`config.mk`:
```
export PLATFORM = sky130hd
export DESIGN_NAME = dna_kmer_rolling_encoder_unit
export DESIGN_NICKNAME = d
export VERILOG_FILES = /design/src/rtl/dnakmer_pkg.sv /design/src/rtl/dna_kmer_rolling_encoder_unit.sv
export SDC_FILE = /design/constraint.sdc
export NUM_CORES = 1
export LEC_CHECK = 0
export BUFFER_PORTS_ARGS = -buffer_cell sky130_fd_sc_hd__buf_2
export CORE_MARGIN = 2
export CORE_UTILIZATION = 51
export CTS_CLUSTER_DIAMETER = 80
export DETAILED_ROUTE_END_ITERATION = 12
export PLACE_DENSITY = 0.8
export SLEW_MARGIN = 30
export SYNTH_ARGS = -nofsm -noshare
export SYNTH_HDL_FRONTEND = slang
export SYNTH_SLANG_ARGS = --single-unit
```
`constraint.sdc`:
```
create_clock -name i_clk -period 9.5 [get_ports i_clk]
set_input_delay 1.9 -clock i_clk [delete_from_list [all_inputs] [get_ports i_clk]]
set_output_delay 1.9 -clock i_clk [all_outputs]
set_load 0.005 [all_outputs]
```
`src/rtl/dnakmer_pkg.sv`:
```
// ----------------------------------------------------------------------------
// DNA k-mer encoder package
// Character constants, widths and the nucleotide decode function.
// ----------------------------------------------------------------------------
package dnakmer_pkg;

    localparam int unsigned MAX_NT   = 32;
    localparam int unsigned CODE_W   = 2 * MAX_NT;
    localparam int unsigned K_W      = 6;
    localparam int unsigned CNT_W    = 6;
    localparam int unsigned SYM_W    = 8;

    localparam logic [K_W-1:0]   K_RESET = 6'd31;
    localparam logic [K_W-1:0]   K_MIN   = 6'd1;
    localparam logic [K_W-1:0]   K_MAX   = 6'd32;
    localparam logic [CNT_W-1:0] CNT_MAX = 6'd32;

    localparam logic [SYM_W-1:0] CH_A_UP = 8'h41;
    localparam logic [SYM_W-1:0] CH_C_UP = 8'h43;
    localparam logic [SYM_W-1:0] CH_G_UP = 8'h47;
    localparam logic [SYM_W-1:0] CH_T_UP = 8'h54;
    localparam logic [SYM_W-1:0] CH_A_LO = 8'h61;
    localparam logic [SYM_W-1:0] CH_C_LO = 8'h63;
    localparam logic [SYM_W-1:0] CH_G_LO = 8'h67;
    localparam logic [SYM_W-1:0] CH_T_LO = 8'h74;
    localparam logic [SYM_W-1:0] CH_LF   = 8'h0A;
    localparam logic [SYM_W-1:0] CH_CR   = 8'h0D;

    localparam logic [1:0] NT_A = 2'd0;
    localparam logic [1:0] NT_C = 2'd1;
    localparam logic [1:0] NT_G = 2'd2;
    localparam logic [1:0] NT_T = 2'd3;

    localparam logic ADDR_KMER_LENGTH = 1'b0;

    typedef struct packed {
        logic       is_break;
        logic       is_amb;
        logic [1:0] code;
    } t_nt_dec;

    function automatic t_nt_dec nt_decode(input logic [SYM_W-1:0] sym);
        t_nt_dec d;
        d = '{is_break: 1'b0, is_amb: 1'b0, code: NT_A};
        case (sym)
            CH_A_UP, CH_A_LO: d.code = NT_A;
            CH_C_UP, CH_C_LO: d.code = NT_C;
            CH_G_UP, CH_G_LO: d.code = NT_G;
            CH_T_UP, CH_T_LO: d.code = NT_T;
            CH_LF, CH_CR:     d.is_break = 1'b1;
            default:          d.is_amb = 1'b1;
        endcase
        return d;
    endfunction

endpackage

```
`src/rtl/dna_kmer_rolling_encoder_unit.sv`:
```
// An accepted word waits in the input register; its k-mer word is then loaded into the output register.
// Throughput: one word per cycle while the output is not stalled; the window
// shift, decode and mask sit between the input register and the output register.
// Line breaks and words before k nucleotides give no output word.
// Reset (synchronous, active low) clears the window, count and valids,
// and sets kmer_length to 31.
// ----------------------------------------------------------------------------
// DNA k-mer rolling encoder
// Codes characters as 2-bit nucleotides, keeps a 32-position window with
// ambiguity marks and emits the masked k-mer once k nucleotides are loaded.
// ----------------------------------------------------------------------------
module dna_kmer_rolling_encoder_unit
    import dnakmer_pkg::*;
(
    input  logic                i_clk,
    input  logic                i_rst_n,

    input  logic                i_valid,
    output logic                o_ready,
    input  logic [SYM_W-1:0]    i_symbol,
    input  logic                i_seq_start,

    output logic                o_valid,
    input  logic                i_ready,
    output logic [CODE_W-1:0]   o_kmer_code,
    output logic                o_is_ambiguous,

    input  logic                psel,
    input  logic                penable,
    input  logic                pwrite,
    input  logic [2:0]          paddr,
    input  logic [31:0]         pwdata,
    output logic [31:0]         prdata,
    output logic                pready
);

    logic [K_W-1:0]    r_kmer_length;

    logic              r_in_valid;
    logic [SYM_W-1:0]  r_symbol;
    logic              r_start;

    logic [CODE_W-1:0] r_window;
    logic [MAX_NT-1:0] r_ambig;
    logic [CNT_W-1:0]  r_count;

    logic              r_out_valid;
    logic [CODE_W-1:0] r_kmer_code;
    logic              r_is_amb;

    logic              adv;
    t_nt_dec           dec;
    logic [CODE_W-1:0] base_window;
    logic [MAX_NT-1:0] base_ambig;
    logic [CNT_W-1:0]  base_count;
    logic [CODE_W-1:0] n_window;
    logic [MAX_NT-1:0] n_ambig;
    logic [CNT_W-1:0]  n_count;
    logic [K_W-1:0]    eff_k;
    logic [6:0]        kshift;
    logic [5:0]        ashift;
    logic [CODE_W-1:0] kmask;
    logic [MAX_NT-1:0] amask;
    logic              emit;

    // config port
    assign pready = 1'b1;
    assign prdata = (paddr[2] == ADDR_KMER_LENGTH) ? {26'd0, r_kmer_length} : 32'd0;

    always_ff @(posedge i_clk) begin
        if (!i_rst_n) begin
            r_kmer_length <= K_RESET;
        end else if (psel && penable && pwrite && pready
                     && paddr[2] == ADDR_KMER_LENGTH) begin
            r_kmer_length <= pwdata[K_W-1:0];
        end
    end

    // handshake
    assign adv     = r_in_valid && (!r_out_valid || i_ready);
    assign o_ready = !r_in_valid || adv;

    always_ff @(posedge i_clk) begin
        if (!i_rst_n) begin
            r_in_valid <= 1'b0;
        end else if (o_ready) begin
            r_in_valid <= i_valid;
        end
    end

    always_ff @(posedge i_clk) begin
        if (i_valid && o_ready) begin
            r_symbol <= i_symbol;
            r_start  <= i_seq_start;
        end
    end

    // window update
    always_comb begin
        dec         = nt_decode(r_symbol);
        base_window = r_start ? '0 : r_window;
        base_ambig  = r_start ? '0 : r_ambig;
        base_count  = r_start ? '0 : r_count;
        if (dec.is_break) begin
            n_window = base_window;
            n_ambig  = base_ambig;
            n_count  = base_count;
        end else begin
            n_window = {base_window[CODE_W-3:0], dec.code};
            n_ambig  = {base_ambig[MAX_NT-2:0], dec.is_amb};
            n_count  = (base_count < CNT_MAX) ? base_count + 6'd1 : base_count;
        end

        if (r_kmer_length < K_MIN) begin
            eff_k = K_MIN;
        end else if (r_kmer_length > K_MAX) begin
            eff_k = K_MAX;
        end else begin
            eff_k = r_kmer_length;
        end
        kshift = 7'd64 - {eff_k, 1'b0};
        ashift = 6'd32 - eff_k;
        kmask  = {CODE_W{1'b1}} >> kshift;
        amask  = {MAX_NT{1'b1}} >> ashift;
        emit   = !dec.is_break && (n_count >= eff_k);
    end

    always_ff @(posedge i_clk) begin
        if (!i_rst_n) begin
            r_window <= '0;
            r_ambig  <= '0;
            r_count  <= '0;
        end else if (adv) begin
            r_window <= n_window;
            r_ambig  <= n_ambig;
            r_count  <= n_count;
        end
    end

    // output register
    always_ff @(posedge i_clk) begin
        if (!i_rst_n) begin
            r_out_valid <= 1'b0;
        end else if (adv && emit) begin
            r_out_valid <= 1'b1;
        end else if (i_ready) begin
            r_out_valid <= 1'b0;
        end
    end

    always_ff @(posedge i_clk) begin
        if (adv && emit) begin
            r_kmer_code <= n_window & kmask;
            r_is_amb    <= |(n_ambig & amask);
        end
    end

    assign o_valid        = r_out_valid;
    assign o_kmer_code    = r_kmer_code;
    assign o_is_ambiguous = r_is_amb;

endmodule

```
==> flow_summary.ini, run 1 <==
[finish]
drive_gt1_share_pct = 15.4
utilization_pct = 58.8
stdcell_area_um2 = 9830
diodes = 0
fin_nets = 1014
fillers = 1417
syn2layout_area_growth_pct = 11.9
final_cells = 1184

[clock_tree]
cts_resized = 0
cts_tree = done
cts_buffers = 17
clk_path_buf_depth = 2
root_buffer = clkbuf_16
insertion_delay_ns = 0.43
clock-sinks = 184
htree_levels = 4
cts_hold_buf = 0
postCtsSetupRepairBufs = 0
path_clk_slew_ns = 0.07

[timing]
timing.final.ws_setup_ns = 5.11
min_period_over_period_pct = 46.2
slew_headroom_pct = 32.1
rsz0062_at_grt = no
finalHoldViolations = 0
drv_slew = 0
tightestPinTransition_ns = 1.02
setup_viol = 0
fin_tns_setup_ns = 0
skew_ns = 0.00755
max_freq_ghz = 0.228
fin_crit_ns = 4.39

[detailed_routing]
firstDrtPassIters = 5
ant_nets = 0
vias = 6959
vias_per_cell = 5.88
drc = 0
drt_first_iter_violations = 789
wl_per_cell_um = 17.1
wl_um = 20300

[status]
status = completed

[global_routing]
antenna_found_initial = 0
grt_start_max_net_pins = 112
grtUsageTotal_pct = 22.5
grt_pass1_wl_um = 32800
grt_pass1_vias = 6423
overflow = 0

[flow_run]
maxCapViolCount = 0

[synthesis]
async_flop_share_pct = 0
syn_inst = 897
postSynthAreaPerCell_um2 = 9.79
seq_area_frac_synth_pct = 50.4
synth_edf_count = 74
syn_area_um2 = 8780
ys_ff_latch = 184
synthFlopType = dfxtp_1
yosysUniqueCellTypes = 66
yosys_warnings = 0

[floorplanning]
die_area_um2 = 18300
ioPinCount = 151
die_x_um = 135
rows = 47
core_um2 = 16700
start_util_pct = 52.6
fp.dieH_um = 135

[worst_setup_path]
arrival_ns = 2.49
start_kind = input port
crit_type = input port to output port
cp.required_ns = 7.60
crit_fanout = 10
end_kind = output port

[placed_design]
dp_cells = 1153
dp_hpwl_um = 12200
placed_area_um2 = 9240
place.gp.congestion = 0.878
place_ws_ns = 5.12
port_buffers = 95

[power]
combPwrFrac_pct = 4.9
p_int_w = 0.00125
p_switching_w = 0.000354
pwr-share-clk_pct = 43.9
swShare_pct = 22.0
seqPwrFrac_pct = 51.2
ir_drop_mv = 0.130
power_leakage_nw = 3.19
powerDensity_nw_per_um2 = 164

[hold_path]
hp-class = register to register
==> worst max-delay path, stage by stage <==
cell     delay (ns)
buf_2          0.10
nor2b_1        0.10
buf_4          0.18
nand2_1        0.08
buf_2          0.13
==> area by class of cell <==
class	instances	area, um2	area share (%)
Sequential cell	184	4420	45.0
Multi-Input combinational cell	637	3960	40.3
Tap cell	220	275	2.80
Timing Repair Buffer	104	549	5.59
Inverter	8	30.0	0.306
Clock buffer	18	429	4.37
Clock inverter	13	155	1.58
==> power groups by stage <==
stage | clock, W | combinational [W] | sequential, W
floorplan | 0 | 0.0000625 | 0.000840
global placement | 0 | 0.0000758 | 0.000841
detailed placement | 0 | 0.0000762 | 0.000841
CTS | 0.000712 | 0.0000767 | 0.000824
global route | 0.000750 | 0.0000848 | 0.000824
finish | 0.000706 | 0.0000784 | 0.000824
==> synth_stat cells (16+ instances only) <==
master	number	share of area, %
nand2_1	136	5.8
mux2i_1	29	3.3
nor3_1	20	1.1
o21ai_0	22	1.3
buf_2	19	1.1
a22oi_1	95	8.1
nor2b_1	111	7.9
buf_4	30	2.6
nor2_1	16	0.68
edfxtp_1	74	25
dfxtp_1	110	25
a21oi_1	47	2.7
clkbuf_1	42	1.8
==> registers in the layout (all words and copies together), names as in the netlist <==
signal,cells
r_window,64
r_count,6
r_ambig,32
o_valid,1
r_kmer_length,6
o_kmer_code,64
o_is_ambiguous,1
r_in_valid,1
r_symbol,8
r_start,1
==> layout by cell type, fill, tap and decap left out, types with 3 or more instances in the layout <==
cell        instances
a31oi_1             5
a21oi_1            47
clkinv_2            3
a21o_1              6
nor2b_1           111
mux2i_1            29
clkbuf_16          17
a211oi_1            3
a21boi_0            6
xnor2_1             4
conb_1             27
nor4_1              5
nand3_1             8
a22oi_1            95
nand2b_1            6
o211ai_1            4
nor3_1             20
buf_4               9
nand2_1           136
inv_1               8
buf_2              94
dfxtp_1           110
o22ai_1             3
nor2_1             16
edfxtp_1           74
o31ai_1             4
a221oi_1           13
ha_1               11
clkinvlp_4          5
o21ai_0            22
bufinv_16           3
and2_1              3
==> routing by layer <==
layer	vias up	track usage [%]	wire, um
met4	0	7.47	371
met5	-	0	0
li1	3318	-	-
met1	3320	29.9	8730
met2	278	36.7	9920
met3	43	4.64	1240
==> logic make-up (layout without fill, tap and decap cells) <==
kind of cell             after synthesis  in the layout  share of synthesized area [%]
other                                  2             27                         0.0855
multiplexers                          31             31                           3.56
AND/OR/NAND/NOR                      325            325                           18.7
AO/OA/AOI/OAI                        237            237                           19.2
XOR/XNOR                               6              6                          0.598
adder cells (fa/ha/maj)               11             11                           1.57
buffers and inverters                101            143                           5.95
flip-flops                           184            184                           50.4
==> through the flow <==
| stage | power (W) | hold WS (ns) |
|---|---|---|
| 6_report | 0.00161 | 0.500 |
| 5_1_grt | 0.00166 | 0.525 |
| 4_1_cts | 0.00161 | 0.503 |
| 3_5_place_dp | 0.000917 | 0.487 |
| 3_3_place_gp | 0.000916 | 0.475 |
| 2_1_floorplan | 0.000902 | 0.461 |
==> path summary, 6_finish.rpt <==
check	slack (ns)	cells after the start	endpoint	start
max	5.11	5	o_ready	i_ready
max reg2reg	5.54	12	o_kmer_code[22]	r_start
min reg2reg	0.50	1	r_count[0]	r_count[0]
min	0.50	1	r_count[0]	r_count[0]
No activity file was read; power rests on OpenSTA's default activity.
==> run 2, diff against run 1 <==
- ABC_AREA: default -> 1
- CORE_UTILIZATION: 51 -> 52
- PLACE_DENSITY: 0.8 -> 0.81
- clock period: 9.5 -> 3.81 ns (I/O delays scaled with it)
==> run 2 against run 1 <==
Against the previous run: sequential cell count stayed put; via count is 19% higher; final cell count is 38% higher; highest routed layer unchanged.
==> flow_summary.ini, run 2 <==
[synthesis]
synth_area_leaders = edfxtp_1 23%, dfxtp_1 23%, inv_1 10%, nand2_1 9.5%, o21ai_0 6.7%
yosysUniqueCellTypes = 34
syn_area_um2 = 9680
synth_edf_count = 74
syn_inst = 1334
async_flop_share_pct = 0
ys_ff_latch = 184
yosysMostFrequentCell = inv_1
seq_area_frac_synth_pct = 45.7
synthFlopType = dfxtp_1
yosys_warnings = 0
synth_top_area_share_pct = 22.9
synth_area_leader_cell = edfxtp_1
synthTopCellsByCount = 268 x inv_1, 245 x nand2_1, 163 x nor2_1
postSynthAreaPerCell_um2 = 7.26

[timing]
slew_headroom_pct = 37.9
tightestPinTransition_ns = 0.932
hold_ws_ns = 0.495
finalHoldViolations = 0
skew_ns = 0.00650
min_period_over_period_pct = 85.7
fin_crit_ns = 3.26
max_freq_ghz = 0.306
rsz0062_at_grt = no
drv_slew = 0
setup_viol = 0

[detailed_routing]
vias = 8303
drt_first_iter_violations = 611
wl_per_cell_um = 12.7
drc = 0
ant_nets = 0
vias_per_cell = 5.10
firstDrtPassIters = 5
wl_um = 20600

[worst_setup_path]
rr_worst_depth = 14
crit_type = register to register
cp.required_ns = 3.88
arrival_ns = 3.33
reg2reg_slack_ns = 0.55
rr_startpoint = r_start
r2r_end = o_kmer_code[17]
start_kind = register
end_kind = register
crit_fanout = 47

[clock_tree]
clock-sinks = 184
root_buffer = clkbuf_16
clk_path_buf_depth = 2
cts_buffers = 17
path_clk_slew_ns = 0.07
postCtsSetupRepairBufs = 0
insertion_delay_ns = 0.44
cts_resized = 0
cts_hold_buf = 0
cts_tree = done
htree_levels = 4

[placed_design]
dp_cells = 1597
dp_hpwl_um = 13000
place.gp.congestion = 0.855
port_buffers = 95

[finish]
diodes = 0
final_cell_mix = 267 x inv_1, 243 x nand2_1, 162 x nor2_1
drive_gt1_share_pct = 11.6
layout_commonest_cell = inv_1
final_cells = 1629
fin_nets = 1449
syn2layout_area_growth_pct = 10.9

[global_routing]
grt_pass1_wl_um = 34000
antenna_found_initial = 0
grt_pass1_vias = 7433
grtUsageTotal_pct = 20.9
overflow = 0
grt_start_max_net_pins = 109

[power]
powerDensity_nw_per_um2 = 407
power_leakage_nw = 5.42
finalPower_w = 0.00437
ir_drop_mv = 0.334

[hold_path]
hold_end = r_symbol[1]
whs_path_depth = 1
hp-class = input port to register
min_from = i_symbol[1]

[floorplanning]
start_util_pct = 53.4
fp.dieH_um = 140
core_um2 = 18100
ioPinCount = 151
die_x_um = 140
rows = 49
die_area_um2 = 19700

[flow_run]
maxCapViolCount = 0

[status]
status = completed
==> run 2: changes by cell type in the layout (fill, tap and decap cells not counted), sizes merged, moves of 95 or more <==
cell   change
a22oi     -95
inv      +266
nand2    +116
nor2     +150
nor2b    -111
o21ai    +147
==> run 2: where the power goes <==
| group | switching, W | internal (W) | leakage [nW] |
|---|---|---|---|
| clock network | 0.000771 | 0.000971 | 0.278 |
| logic | 0.000316 | 0.000147 | 3.50 |
| registers | 0.0000340 | 0.00213 | 1.64 |
==> run 2: layer usage <==
layer | up-vias | track usage, % | wire [um]
li1 | 4267 | - | -
met1 | 3790 | 27.0 | 9240
met2 | 217 | 35.6 | 10100
met3 | 29 | 3.32 | 976
met4 | 0 | 7.95 | 343
met5 | - | 0 | 0
==> run 2: through the flow <==
stage	instance area, um2	setup slack, ns	utilization (%)	TNS [ns]
finish	10700	0.546	59.2	0
global route	10700	0.325	59.2	0
CTS	10700	0.553	59.1	0
detailed placement	10200	0.572	56.0	0
global placement	10200	0.651	56.0	0
floorplan	9810	-0.246	-	-16.13
==> run 2: area by class of cell <==
class / instances / area, um2
clock inverters: 14 / 148
flip-flops and latches: 184 / 4420
inverters: 273 / 1030
clock buffers: 18 / 429
fillers: 1599 / 7410
well taps: 229 / 287
repair buffers: 107 / 582
multi-input cells: 804 / 3830
==> run 2: kinds of logic (layout without fill, tap and decap cells) <==
kind of cell,after synthesis,after routing,synth area share [%]
adders and majority gates,11,11,1.42
AOI/OAI and AO/OA,283,283,16.0
and+or+nand+nor,479,479,20.4
buffers and inverters,371,412,16.0
other,2,27,0.0775
DFF,184,184,45.7
xor gates and xnor gates,4,4,0.362
==> run 2: worst max path at each step <==
stage               slack [ns]               to         from  cells after the start
floorplan                -0.25   o_is_ambiguous  r_symbol[2]                     14
global placement          0.65  o_kmer_code[16]      r_start                     14
detailed placement        0.57  o_kmer_code[25]      r_start                     14
CTS                       0.55  o_kmer_code[37]      r_start                     14
global route              0.33  o_kmer_code[17]      r_start                     14
finish                    0.55  o_kmer_code[17]      r_start                     14
==> run 2: critical path: stages (launching register included) <==
cell and delay [ns]:
edfxtp_1 0.55, nor2_1 0.20, ha_1 0.16, inv_1 0.06, nor2_4 0.12, nand3_2 0.07
xor2_1 0.20, inv_1 0.06, ha_1 0.27, nand2_1 0.09, o21a_1 0.20, o31ai_1 0.06
nor2_1 0.11, nor3_4 0.18, buf_4 0.50
==> run 3, diff against run 2 <==
- CORE_UTILIZATION: 52 -> 53
- CTS_BUF_LIST: default -> sky130_fd_sc_hd__clkbuf_8
- PLACE_DENSITY: 0.81 -> 0.82
==> run 3 against run 2 <==
Against the previous run: non-clock buffer count shrank 2; count of clock-buffer cells in the layout decreased by 1; critical path depth increased by 2; final cell count decreased by 0.12%; clock skew grew 0.0059 ns; clock power decreased by 16%; critical endpoint unchanged.
==> flow_summary.ini, run 3 (same netlist as run 2, synthesis figures left out) <==
[placed_design]
dp_hpwl_um = 13400
place.gp.congestion = 0.882
place_ws_ns = 0.588
port_buffers = 95
placed_area_um2 = 10200

[power]
powerDensity_nw_per_um2 = 387
swShare_pct = 26.8
combPwrFrac_pct = 11.3
power_leakage_nw = 5.35
p_switching_w = 0.00110
pwr-share-clk_pct = 36.0
seqPwrFrac_pct = 52.7
p_int_w = 0.00300
finalPower_w = 0.00410
ir_drop_mv = 0.226

[finish]
layout_commonest_cell = inv_1
diodes = 0
drive_gt1_share_pct = 11.7
stdcell_area_um2 = 10600
fin_nets = 1447
seqCellArea_um2 = 4420
final_cell_mix = 267 x inv_1, 243 x nand2_1, 162 x nor2_1
syn2layout_area_growth_pct = 9.44
fillers = 1613
multi_input_area_um2 = 3830

[detailed_routing]
drt_first_iter_violations = 714
vias_per_cell = 5.13
ant_nets = 0
vias = 8341
wl_um = 20800
drc = 0
firstDrtPassIters = 7
wl_per_cell_um = 12.8

[timing]
timing.final.ws_setup_ns = 0.576
finalHoldViolations = 0
rsz0062_at_grt = no
drv_slew = 0
fin_crit_ns = 3.23
min_period_over_period_pct = 84.9
max_freq_ghz = 0.309
fin_tns_setup_ns = 0
slew_headroom_pct = 36.7
setup_viol = 0
skew_ns = 0.0124
tightestPinTransition_ns = 0.950
hold_ws_ns = 0.460

[global_routing]
grt_pass1_vias = 7552
overflow = 0
grtUsageTotal_pct = 21.7
antenna_found_initial = 0
grt_pass1_wl_um = 34800
grt_start_max_net_pins = 95

[clock_tree]
cts_buffers = 17
clock-sinks = 184
path_clk_slew_ns = 0.09
clk_path_buf_depth = 2
cts_resized = 0
htree_levels = 4
cts_tree = done
postCtsSetupRepairBufs = 0
root_buffer = clkbuf_8
cts_hold_buf = 0
insertion_delay_ns = 0.47

[status]
status = completed

[hold_path]
hp-class = input port to register

[worst_setup_path]
start_kind = register
rr_startpoint = r_symbol[6]
rr_worst_depth = 16
crit_path_end = o_kmer_code[17]
arrival_ns = 3.38
reg2reg_slack_ns = 0.58
cp.required_ns = 3.96
crit_slowest_cell = edfxtp_1
end_kind = register
crit_fanout = 66
crit_type = register to register
crit_path_max_incr_delay_ns = 0.42
r2r_end = o_kmer_code[17]
worstPathCellList = nor2_1 > nand2_1 > nor3_4 > nand2_4 > nand2_4 > nor2_4 > nand3_2 > xor2_1 > inv_1 > ha_1 > nand2_1 > o21a_1 > o31ai_1 > nor2_1 > nor3_4 > buf_12
cp-startpoint = r_symbol[6]

[floorplanning]
die_x_um = 139
core_um2 = 18000
die_area_um2 = 19400
fp.dieH_um = 139
start_util_pct = 53.9
rows = 49
ioPinCount = 151

[flow_run]
maxCapViolCount = 0
[run 3: cell types whose count changed in the layout (fill, tap and decap cells not counted), moves of 2 or more]
| cell | previous run | this run |
|---|---|---|
| buf_4 | 10 | 8 |
| bufinv_16 | 2 | 4 |
| clkinv_1 | 2 | 0 |
| clkbuf_8 | 0 | 17 |
| clkbuf_16 | 17 | 0 |
[run 3: critical path: cells and delay by family (launching register included)]
kind            cells  cell delay, ns
compound gates      2            0.25
xor+xnor            1            0.19
fa+ha+maj           1            0.28
buf+inv             2            0.41
flops               1            0.42
simple gates       10            1.30
[run 3: layout make-up]
cell class                 instances  area share (%)
clock buffer                      17            2.21
clock inverter                    15            2.01
inverter                         273            9.73
multi-input combinational        804            36.2
sequential                       184            41.7
tap                              229            2.70
timing repair buffer             105            5.43
[run 3: routing by layer]
metal,GRT usage [%],part of all wire (%),vias up
li1,-,-,4255
met1,28.5,44,3800
met2,36.0,49,246
met3,4.18,5.2,40
met4,7.50,2.1,0
met5,0,0,-
[run 3: metrics by stage]
| stage | utilization, % | cells |
|---|---|---|
| 6_report | 59.0 | 1627 |
| 5_1_grt | 59.0 | 1627 |
| 4_1_cts | 59.0 | 1627 |
| 3_5_place_dp | 56.5 | 1595 |
| 3_3_place_gp | 56.5 | 1595 |
| 2_1_floorplan | - | 1359 |
[run 3: power groups by stage]
| stage | Combinational (W) | Sequential [W] | Clock (W) |
|---|---|---|---|
| after detailed placement | 0.000457 | 0.00220 | 0 |
| after global routing | 0.000533 | 0.00217 | 0.00157 |
| after CTS | 0.000461 | 0.00216 | 0.00150 |
| final | 0.000464 | 0.00216 | 0.00147 |
| after floorplan | 0.000374 | 0.00220 | 0 |
| after global placement | 0.000441 | 0.00220 | 0 |
[run 3: worst min path at each step]
stage / startpoint / endpoint / cells after the start / slack, ns
global route: i_symbol[6] / r_symbol[6] / 1 / 0.44
global placement: r_window[57] / r_window[57] / 2 / 0.48
finish: i_symbol[4] / r_symbol[4] / 1 / 0.46
CTS: i_symbol[1] / r_symbol[1] / 1 / 0.43
detailed placement: r_window[56] / r_window[56] / 2 / 0.48
floorplan: r_window[37] / r_window[37] / 2 / 0.47
